===== src/hw/rtl/dtt_pkg.sv =====
package dtt_pkg;

   // table geometry
   localparam int TABLE_DEPTH = 16;
   localparam int IDX_W       = $clog2(TABLE_DEPTH);
   localparam int CNT_W       = $clog2(TABLE_DEPTH + 1);

   // field widths
   localparam int KEY_W   = 31;
   localparam int TIME_W  = 64;
   localparam int WORD_W  = 32;
   localparam int DELAY_W = 32;
   localparam int ENTRY_W = KEY_W + TIME_W + WORD_W + WORD_W + 1;

   // ms (10 fraction bits) to ns: multiply by 10^6, drop 10 bits
   localparam int           SCALE_W  = 20;
   localparam int           FRAC_W   = 10;
   localparam int           PROD_W   = DELAY_W + SCALE_W;
   localparam logic [SCALE_W-1:0] MS_SCALE = SCALE_W'(1000000);

   // command codes
   localparam logic [1:0] CMD_ADD    = 2'd0;
   localparam logic [1:0] CMD_REMOVE = 2'd1;
   localparam logic [1:0] CMD_RUN    = 2'd2;
   localparam logic [1:0] CMD_FINISH = 2'd3;

   // response status codes
   localparam logic [2:0] ST_ADDED   = 3'd0;
   localparam logic [2:0] ST_FULL    = 3'd1;
   localparam logic [2:0] ST_REMOVED = 3'd2;
   localparam logic [2:0] ST_ABSENT  = 3'd3;
   localparam logic [2:0] ST_EMIT    = 3'd4;
   localparam logic [2:0] ST_DONE    = 3'd5;

   // controller to datapath
   typedef struct packed {
      logic             load;
      logic             scan_clr;
      logic             rd_en;
      logic [IDX_W-1:0] rd_addr;
      logic             commit;
   } ctrl_cmd_type;

   // datapath to controller
   typedef struct packed {
      logic rsp_last;
   } dp_status_type;

endpackage


===== src/hw/rtl/dtt_ram.sv =====
module dtt_ram #(
   parameter int WIDTH = 8,
   parameter int DEPTH = 16
) (
   input  logic                     clock,
   input  logic                     wr_en,
   input  logic [$clog2(DEPTH)-1:0] wr_addr,
   input  logic [WIDTH-1:0]         wr_data,
   input  logic                     rd_en,
   input  logic [$clog2(DEPTH)-1:0] rd_addr,
   output logic [WIDTH-1:0]         rd_data
);

   logic [WIDTH-1:0] mem_ff [DEPTH];
   logic [WIDTH-1:0] rd_data_ff;

   always_ff @(posedge clock) begin
      if (wr_en) begin
         mem_ff[wr_addr] <= wr_data;
      end
      if (rd_en) begin
         rd_data_ff <= mem_ff[rd_addr];
      end
   end

   assign rd_data = rd_data_ff;

endmodule


===== src/hw/rtl/dtt_ctrl.sv =====
module dtt_ctrl (
   input  logic                   clock,
   input  logic                   reset,
   input  logic                   req_valid,
   output logic                   req_ready,
   output logic                   rsp_valid,
   input  logic                   rsp_ready,
   output dtt_pkg::ctrl_cmd_type  cmd,
   input  dtt_pkg::dp_status_type sts
);
   import dtt_pkg::*;

   localparam logic [1:0] S_IDLE   = 2'd0;
   localparam logic [1:0] S_SCAN   = 2'd1;
   localparam logic [1:0] S_COMMIT = 2'd2;
   localparam logic [1:0] S_OUT    = 2'd3;

   logic [1:0]       state_ff, state_in;
   logic [CNT_W-1:0] cnt_ff, cnt_in;

   // next state and datapath commands
   always_comb begin
      state_in = state_ff;
      cnt_in   = cnt_ff;
      cmd      = '0;
      unique case (state_ff)
         S_IDLE: begin
            if (req_valid) begin
               cmd.load     = 1'b1;
               cmd.scan_clr = 1'b1;
               cnt_in       = '0;
               state_in     = S_SCAN;
            end
         end
         S_SCAN: begin
            // one slot read per cycle, then a final pass for the last compare
            cmd.rd_en   = (cnt_ff < CNT_W'(TABLE_DEPTH));
            cmd.rd_addr = cnt_ff[IDX_W-1:0];
            if (cnt_ff == CNT_W'(TABLE_DEPTH)) begin
               state_in = S_COMMIT;
            end else begin
               cnt_in = cnt_ff + CNT_W'(1);
            end
         end
         S_COMMIT: begin
            cmd.commit = 1'b1;
            state_in   = S_OUT;
         end
         S_OUT: begin
            if (rsp_ready) begin
               if (sts.rsp_last) begin
                  state_in = S_IDLE;
               end else begin
                  // more entries may be due: scan again
                  cmd.scan_clr = 1'b1;
                  cnt_in       = '0;
                  state_in     = S_SCAN;
               end
            end
         end
         default: state_in = S_IDLE;
      endcase
   end

   always_ff @(posedge clock) begin
      if (reset) begin
         state_ff <= S_IDLE;
         cnt_ff   <= '0;
      end else begin
         state_ff <= state_in;
         cnt_ff   <= cnt_in;
      end
   end

   assign req_ready = (state_ff == S_IDLE);
   assign rsp_valid = (state_ff == S_OUT);

   a_no_overlap: assert property (@(posedge clock) disable iff (reset)
      !(req_ready && rsp_valid))
      else $error("request and response open at once");

   a_last_to_idle: assert property (@(posedge clock) disable iff (reset)
      (rsp_valid && rsp_ready && sts.rsp_last) |=> req_ready)
      else $error("final transfer did not return to idle");

   a_cnt_range: assert property (@(posedge clock) disable iff (reset)
      cnt_ff <= CNT_W'(TABLE_DEPTH))
      else $error("scan counter out of range");

endmodule


===== src/hw/rtl/dtt_datapath.sv =====
module dtt_datapath (
   input  logic                   clock,
   input  logic                   reset,
   input  dtt_pkg::ctrl_cmd_type  cmd,
   output dtt_pkg::dp_status_type sts,
   input  logic [1:0]             req_cmd,
   input  logic [63:0]            req_now_ns,
   input  logic [31:0]            req_delay_ms,
   input  logic [31:0]            req_callback_id,
   input  logic [31:0]            req_user_word,
   input  logic                   req_with_param,
   input  logic [30:0]            req_task_key,
   output logic [2:0]             rsp_status,
   output logic [30:0]            rsp_out_key,
   output logic [31:0]            rsp_out_callback,
   output logic [31:0]            rsp_out_user_word,
   output logic                   rsp_out_with_param,
   output logic                   rsp_last
);
   import dtt_pkg::*;

   // latched request
   logic [1:0]         op_ff;
   logic [TIME_W-1:0]  now_ff;
   logic [DELAY_W-1:0] delay_ff;
   logic [WORD_W-1:0]  cb_ff;
   logic [WORD_W-1:0]  uw_ff;
   logic               wp_ff;
   logic [KEY_W-1:0]   tkey_ff;

   // table state
   logic [TABLE_DEPTH-1:0] slot_valid_ff, slot_valid_in;
   logic [KEY_W-1:0]       next_key_ff, next_key_in;

   // scan results
   logic               ev_ff;
   logic [IDX_W-1:0]   ev_idx_ff;
   logic               found_ff, found_in;
   logic [IDX_W-1:0]   found_slot_ff, found_slot_in;
   logic               free_ff, free_in;
   logic [IDX_W-1:0]   free_slot_ff, free_slot_in;
   logic [KEY_W-1:0]   best_key_ff, best_key_in;
   logic [WORD_W-1:0]  best_cb_ff, best_cb_in;
   logic [WORD_W-1:0]  best_uw_ff, best_uw_in;
   logic               best_wp_ff, best_wp_in;

   // deadline arithmetic
   logic [PROD_W-1:0]  prod_ff;
   logic [TIME_W:0]    dl_sum;
   logic [TIME_W-1:0]  deadline;

   // response registers
   logic [2:0]         st_ff, st_in;
   logic [KEY_W-1:0]   okey_ff, okey_in;
   logic [WORD_W-1:0]  ocb_ff, ocb_in;
   logic [WORD_W-1:0]  ouw_ff, ouw_in;
   logic               owp_ff, owp_in;
   logic               olast_ff, olast_in;

   // RAM ports
   logic               wr_en;
   logic [IDX_W-1:0]   wr_addr;
   logic [ENTRY_W-1:0] wr_data;
   logic [ENTRY_W-1:0] rd_data;
   logic [KEY_W-1:0]   rd_key;
   logic [TIME_W-1:0]  rd_deadline;
   logic [WORD_W-1:0]  rd_cb;
   logic [WORD_W-1:0]  rd_uw;
   logic               rd_wp;
   logic               ev_valid;
   logic               due;

   dtt_ram #(
      .WIDTH (ENTRY_W),
      .DEPTH (TABLE_DEPTH)
   ) u_ram (
      .clock   (clock),
      .wr_en   (wr_en),
      .wr_addr (wr_addr),
      .wr_data (wr_data),
      .rd_en   (cmd.rd_en),
      .rd_addr (cmd.rd_addr),
      .rd_data (rd_data)
   );

   assign {rd_key, rd_deadline, rd_cb, rd_uw, rd_wp} = rd_data;

   // deadline = now + delay in ns, saturating
   assign dl_sum   = {1'b0, now_ff} + (TIME_W+1)'(prod_ff[PROD_W-1:FRAC_W]);
   assign deadline = dl_sum[TIME_W] ? {TIME_W{1'b1}} : dl_sum[TIME_W-1:0];

   assign ev_valid = slot_valid_ff[ev_idx_ff];
   assign due      = (op_ff == CMD_FINISH) || (now_ff > rd_deadline);

   // per-slot compare during the scan
   always_comb begin
      found_in      = found_ff;
      found_slot_in = found_slot_ff;
      free_in       = free_ff;
      free_slot_in  = free_slot_ff;
      best_key_in   = best_key_ff;
      best_cb_in    = best_cb_ff;
      best_uw_in    = best_uw_ff;
      best_wp_in    = best_wp_ff;
      if (cmd.scan_clr) begin
         found_in = 1'b0;
         free_in  = 1'b0;
      end else if (ev_ff) begin
         unique case (op_ff)
            CMD_ADD: begin
               if (ev_valid && rd_key == next_key_ff && !found_ff) begin
                  found_in      = 1'b1;
                  found_slot_in = ev_idx_ff;
               end
               if (!ev_valid && !free_ff) begin
                  free_in      = 1'b1;
                  free_slot_in = ev_idx_ff;
               end
            end
            CMD_REMOVE: begin
               if (ev_valid && rd_key == tkey_ff) begin
                  found_in      = 1'b1;
                  found_slot_in = ev_idx_ff;
               end
            end
            default: begin
               // run and finish: smallest key among due entries
               if (ev_valid && due && (!found_ff || rd_key < best_key_ff)) begin
                  found_in      = 1'b1;
                  found_slot_in = ev_idx_ff;
                  best_key_in   = rd_key;
                  best_cb_in    = rd_cb;
                  best_uw_in    = rd_uw;
                  best_wp_in    = rd_wp;
               end
            end
         endcase
      end
   end

   // commit: update table and load the response
   always_comb begin
      slot_valid_in = slot_valid_ff;
      next_key_in   = next_key_ff;
      st_in         = st_ff;
      okey_in       = okey_ff;
      ocb_in        = ocb_ff;
      ouw_in        = ouw_ff;
      owp_in        = owp_ff;
      olast_in      = olast_ff;
      wr_en         = 1'b0;
      wr_addr       = found_ff ? found_slot_ff : free_slot_ff;
      wr_data       = {next_key_ff, deadline, cb_ff, (wp_ff ? uw_ff : '0), wp_ff};
      if (cmd.commit) begin
         ocb_in   = '0;
         ouw_in   = '0;
         owp_in   = 1'b0;
         olast_in = 1'b1;
         unique case (op_ff)
            CMD_ADD: begin
               if (found_ff || free_ff) begin
                  wr_en                  = 1'b1;
                  slot_valid_in[wr_addr] = 1'b1;
                  next_key_in            = next_key_ff + KEY_W'(1);
                  st_in                  = ST_ADDED;
                  okey_in                = next_key_ff;
               end else begin
                  st_in   = ST_FULL;
                  okey_in = '0;
               end
            end
            CMD_REMOVE: begin
               okey_in = tkey_ff;
               if (found_ff) begin
                  slot_valid_in[found_slot_ff] = 1'b0;
                  st_in                        = ST_REMOVED;
               end else begin
                  st_in = ST_ABSENT;
               end
            end
            default: begin
               if (found_ff) begin
                  slot_valid_in[found_slot_ff] = 1'b0;
                  st_in    = ST_EMIT;
                  okey_in  = best_key_ff;
                  ocb_in   = best_cb_ff;
                  ouw_in   = best_uw_ff;
                  owp_in   = best_wp_ff;
                  olast_in = 1'b0;
               end else begin
                  st_in   = ST_DONE;
                  okey_in = '0;
               end
            end
         endcase
      end
   end

   // control registers
   always_ff @(posedge clock) begin
      if (reset) begin
         slot_valid_ff <= '0;
         next_key_ff   <= '0;
         ev_ff         <= 1'b0;
         found_ff      <= 1'b0;
         free_ff       <= 1'b0;
         olast_ff      <= 1'b1;
      end else begin
         slot_valid_ff <= slot_valid_in;
         next_key_ff   <= next_key_in;
         ev_ff         <= cmd.rd_en;
         found_ff      <= found_in;
         free_ff       <= free_in;
         olast_ff      <= olast_in;
      end
   end

   // payload registers
   always_ff @(posedge clock) begin
      if (cmd.load) begin
         op_ff    <= req_cmd;
         now_ff   <= req_now_ns;
         delay_ff <= req_delay_ms;
         cb_ff    <= req_callback_id;
         uw_ff    <= req_user_word;
         wp_ff    <= req_with_param;
         tkey_ff  <= req_task_key;
      end
      prod_ff       <= delay_ff * MS_SCALE;
      ev_idx_ff     <= cmd.rd_addr;
      found_slot_ff <= found_slot_in;
      free_slot_ff  <= free_slot_in;
      best_key_ff   <= best_key_in;
      best_cb_ff    <= best_cb_in;
      best_uw_ff    <= best_uw_in;
      best_wp_ff    <= best_wp_in;
      st_ff         <= st_in;
      okey_ff       <= okey_in;
      ocb_ff        <= ocb_in;
      ouw_ff        <= ouw_in;
      owp_ff        <= owp_in;
   end

   assign sts.rsp_last       = olast_ff;
   assign rsp_status         = st_ff;
   assign rsp_out_key        = okey_ff;
   assign rsp_out_callback   = ocb_ff;
   assign rsp_out_user_word  = ouw_ff;
   assign rsp_out_with_param = owp_ff;
   assign rsp_last           = olast_ff;

   a_key_advance: assert property (@(posedge clock) disable iff (reset)
      (cmd.commit && op_ff == CMD_ADD && (found_ff || free_ff))
      |=> (next_key_ff == $past(next_key_ff) + KEY_W'(1)))
      else $error("key counter did not advance on add");

endmodule


===== src/hw/rtl/deadline_task_table.sv =====
// Table of up to TABLE_DEPTH pending deadline tasks.
// Request channel (req_*): valid/ready; req_cmd selects add, remove,
// run due entries or finish all. One request is handled at a time;
// req_ready is high only while the block is idle.
// Response channel (rsp_*): valid/ready from output registers. Add and
// remove give one response. Run and finish give one response per
// drained entry in ascending key order, then a done response with
// rsp_last high.
// Scan: every response takes one full scan of the slot RAM, one slot
// read per cycle, then a compare and a commit step before rsp_valid.
// A drain of k entries thus takes k + 1 full scans, plus receiver
// stalls. The single read port of the slot RAM sets this pace.
// Reset empties the table and clears the key counter; no clearing pass.
// When the receiver stalls, the response holds and no new scan starts.
module deadline_task_table (
   input  logic        clock,
   input  logic        reset,
   input  logic        req_valid,
   output logic        req_ready,
   input  logic [1:0]  req_cmd,
   input  logic [63:0] req_now_ns,
   input  logic [31:0] req_delay_ms,
   input  logic [31:0] req_callback_id,
   input  logic [31:0] req_user_word,
   input  logic        req_with_param,
   input  logic [30:0] req_task_key,
   output logic        rsp_valid,
   input  logic        rsp_ready,
   output logic [2:0]  rsp_status,
   output logic [30:0] rsp_out_key,
   output logic [31:0] rsp_out_callback,
   output logic [31:0] rsp_out_user_word,
   output logic        rsp_out_with_param,
   output logic        rsp_last
);
   import dtt_pkg::*;

   ctrl_cmd_type  cmd;
   dp_status_type sts;

   dtt_ctrl u_ctrl (
      .clock     (clock),
      .reset     (reset),
      .req_valid (req_valid),
      .req_ready (req_ready),
      .rsp_valid (rsp_valid),
      .rsp_ready (rsp_ready),
      .cmd       (cmd),
      .sts       (sts)
   );

   dtt_datapath u_dp (
      .clock              (clock),
      .reset              (reset),
      .cmd                (cmd),
      .sts                (sts),
      .req_cmd            (req_cmd),
      .req_now_ns         (req_now_ns),
      .req_delay_ms       (req_delay_ms),
      .req_callback_id    (req_callback_id),
      .req_user_word      (req_user_word),
      .req_with_param     (req_with_param),
      .req_task_key       (req_task_key),
      .rsp_status         (rsp_status),
      .rsp_out_key        (rsp_out_key),
      .rsp_out_callback   (rsp_out_callback),
      .rsp_out_user_word  (rsp_out_user_word),
      .rsp_out_with_param (rsp_out_with_param),
      .rsp_last           (rsp_last)
   );

endmodule


===== config.mk =====
export PLATFORM = sky130hd
export DESIGN_NAME = deadline_task_table
export DESIGN_NICKNAME = d
export VERILOG_FILES = /design/src/hw/rtl/dtt_pkg.sv /design/src/hw/rtl/dtt_ram.sv /design/src/hw/rtl/dtt_ctrl.sv /design/src/hw/rtl/dtt_datapath.sv /design/src/hw/rtl/deadline_task_table.sv
export SDC_FILE = /design/constraint.sdc
export NUM_CORES = 2
export LEC_CHECK = 0
export BUFFER_PORTS_ARGS = -buffer_cell sky130_fd_sc_hd__buf_2
export CORE_MARGIN = 4
export CORE_UTILIZATION = 40
export CTS_CLUSTER_DIAMETER = 150
export DETAILED_ROUTE_END_ITERATION = 16
export GPL_TIMING_DRIVEN = 0
export PLACE_DENSITY = 0.59
export SLEW_MARGIN = 20
export SYNTH_ARGS = -nofsm -noshare
export SYNTH_HDL_FRONTEND = slang
export SYNTH_SLANG_ARGS = --single-unit

===== constraint.sdc =====
create_clock -name clock -period 11.75 [get_ports clock]
set_input_delay 0.5875 -clock clock [delete_from_list [all_inputs] [get_ports clock]]
set_output_delay 0.5875 -clock clock [all_outputs]
set_load 0.02 [all_outputs]

==> results.json <==
{
  "outcome": "finished clean",
  "p_leak_nw": 55.6,
  "synth_area_sq_um": 135000,
  "clock_latency_ps": 970,
  "yosysWarnings": 0,
  "final.min_clock_period_ps": 6600,
  "cp-start-kind": "register",
  "routedWlPerCell_um": 32.1,
  "cpPeakStageDelay_ps": 880,
  "synth_area_leaders": "edfxtp_1, mux2i_1, ha_1, fa_1, a21oi_1",
  "antenna_found_initial": 44,
  "die_area_sq_um": 346000,
  "synth_nets": 9559,
  "fillers": 28400,
  "die_x_um": 589,
  "drcViolationCount": 0,
  "finalHoldViolCount": 0,
  "path_clk_slew_ps": 60,
  "routed_wl_um": 477000,
  "cp_slowest_cell": "a211oi_1",
  "port_buffers": 299,
  "vias_per_cell": 5.89,
  "yosys.area.top_type": "edfxtp_1",
  "dpl.hpwl_um": 352000,
  "start_util": 0.403,
  "fmax_ghz": 0.152,
  "synth_flop_cell": "edfxtp_1",
  "worst_pin_slew_ps": 1310,
  "setup_tns_ps": 0,
  "cts_buffers": 347,
  "htreeDepth": 5,
  "layout_common_cells": "edfxtp_1, mux2i_1, a21oi_1",
  "row_count": 212,
  "die_h_um": 589,
  "min_period_over_period": 0.562,
  "grt_max_degree": 55,
  "drive_above_1_share": 0.136,
  "power.total_mw": 45.8,
  "dr.first_iter.drc_count": 12600,
  "via_count": 87400,
  "cp-end-kind": "register",
  "synth_edf_count": 3117,
  "place.gp.congestion": 0.919,
  "grt.total_usage": 0.266,
  "cts_resized": 0,
  "nets": 10600,
  "ant_nets": 0,
  "tritoncts": "built",
  "overflow": 0,
  "async_flop_share": 0,
  "clock_path_buffers": 4,
  "powerDensity_nw_per_um2": 285,
  "path_max_fanout": 6,
  "avgSynthCellArea_sq_um": 15.1,
  "ys_seq_elements": 3221,
  "ys_types": 88,
  "firstDrtPassIters": 10,
  "synthCells": 8930,
  "ir_drop_mv": 0.830,
  "final_common_cell": "edfxtp_1",
  "synth_top_area_share": 0.694,
  "cp.required_ps": 12620,
  "cp_cell_sequence": "inv_1 -> fa_1 -> inv_1 -> fa_1 -> fa_1 -> fa_1 -> ha_1 -> inv_1 -> fa_1 -> inv_1 -> ha_1 -> inv_1 -> o22ai_1 -> o31ai_1 -> a221oi_1 -> a211oi_1 -> o21ai_1 -> a311oi_1 -> xnor2_1",
  "timing_worst_setup_path_type": "register to register",
  "synth-seq-area-share": 0.710,
  "hold_path_class": "primary input to register",
  "setup-violations-final": 0,
  "grt_pass1_vias": 84700,
  "ioPinCount": 300,
  "finClkSkew_ps": 64.3,
  "grt_pass1_wl_um": 653000,
  "slew_headroom": 0.114,
  "arrival_ps": 7460,
  "core-area_sq_um": 334000,
  "rsz0062_at_grt": "false",
  "drv_cap": 0,
  "areaGrowthSynthToFinish_pct": 19.3,
  "clockRootBuffer": "clkbuf_16",
  "clock-sinks": 3221,
  "drv_slew": 0
}
## worst max-delay path: cells and delay by family, from the launching register on
kind            cells  cell delay, ps
xor+xnor            1             180
buf+inv             5             380
compound gates      6            2350
fa+ha+maj           7            3000
flops               1             580
## cell families (layout without fill, tap and decap cells)
logic type,Yosys count,after routing,share of synthesized area
AOI/OAI and AO/OA,2033,2033,0.0996
other,0,54,0
DFF,3221,3221,0.710
xor gates and xnor gates,172,172,0.0112
adders and majority gates,431,431,0.0476
and+or+nand+nor,1440,1440,0.0495
muxes,743,743,0.0574
buffers and inverters,890,2243,0.0251
## Yosys cell counts (104+ instances only)
master and count:
nor3_1 174, o21ai_0 399, inv_1 351, a221oi_1 167
ha_1 295, nor2b_1 120, nor2_1 384, a211oi_1 132
nand2_1 464, fa_1 136, dfxtp_1 104, mux2i_1 552
o22ai_1 235, clkbuf_1 417, mux2_2 186, a21oi_1 498
edfxtp_1 3117
## routing by layer
layer  global-route usage  part of all wire  up-vias
li1                     -                 -    36900
met1                0.349              0.38    44300
met2                0.409              0.45     5155
met3               0.0619              0.11     1013
met4                0.147             0.063       12
met5                    0           0.00017        -
## power by group
part | internal [mW] | total (mW) | switching, mW | leakage, nW
logic | 6.97 | 19.3 | 12.3 | 20.9
registers | 15.0 | 15.6 | 0.626 | 29.3
clock network | 6.27 | 10.9 | 4.65 | 5.46
total | 28.2 | 45.8 | 17.6 | 55.6
## flip-flops by register name (all words and copies together), names as in the netlist, 32 cells and up
| name | cells |
|---|---|
| u_dp.best_cb_ff | 32 |
| u_dp.best_uw_ff | 32 |
| u_dp.cb_ff | 32 |
| u_dp.delay_ff | 32 |
| u_dp.now_ff | 64 |
| u_dp.prod_ff | 42 |
| u_dp.rsp_out_callback | 32 |
| u_dp.rsp_out_user_word | 32 |
| u_dp.u_ram.mem_ff | 2560 |
| u_dp.u_ram.rd_data | 160 |
| u_dp.uw_ff | 32 |
## per-stage QoR
step           hold slack (ps)   util  instances  instance area [sq um]  worst slack (ps)
2_1_floorplan              400      -       8930                 135000               614
5_1_grt                    216  0.480      14800                 161000              4820
3_3_place_gp               403  0.424      13700                 142000            -10900
6_report                   189  0.481      14800                 161000              5150
4_1_cts                    133  0.480      14800                 161000              5190
3_5_place_dp               405  0.441      13900                 147000              5230
## area by class of cell
cell class	count	area [sq um]	area share
diodes	54	135	0.000840
flip-flops and latches	3221	95700	0.595
plain buffers	534	2140	0.0133
multi-input cells	4819	36000	0.224
repair buffers	716	8590	0.0534
well taps	4494	5620	0.0350
clock buffers	428	9150	0.0569
clock inverters	209	2090	0.0130
inverters	356	1340	0.00832
## repair_timing
item | in CTS | in global routing
setup buffers | 0 | 0
hold buffers | 195 | 0
hold endpoints to repair | 195 | 0
## worst paths after layout
path | from | to | slack (ps) | depth (start not counted)
hold / removal | rsp_ready | u_ctrl.state_ff[0] | 190 | 5
setup reg to reg | u_dp.delay_ff[1] | u_dp.prod_ff[44] | 5150 | 19
setup / recovery | u_dp.delay_ff[1] | u_dp.prod_ff[44] | 5150 | 19
hold reg to reg | u_dp.u_ram.rd_data[6] | u_dp.best_uw_ff[5] | 410 | 0
No activity file was read; power rests on OpenSTA's default activity.
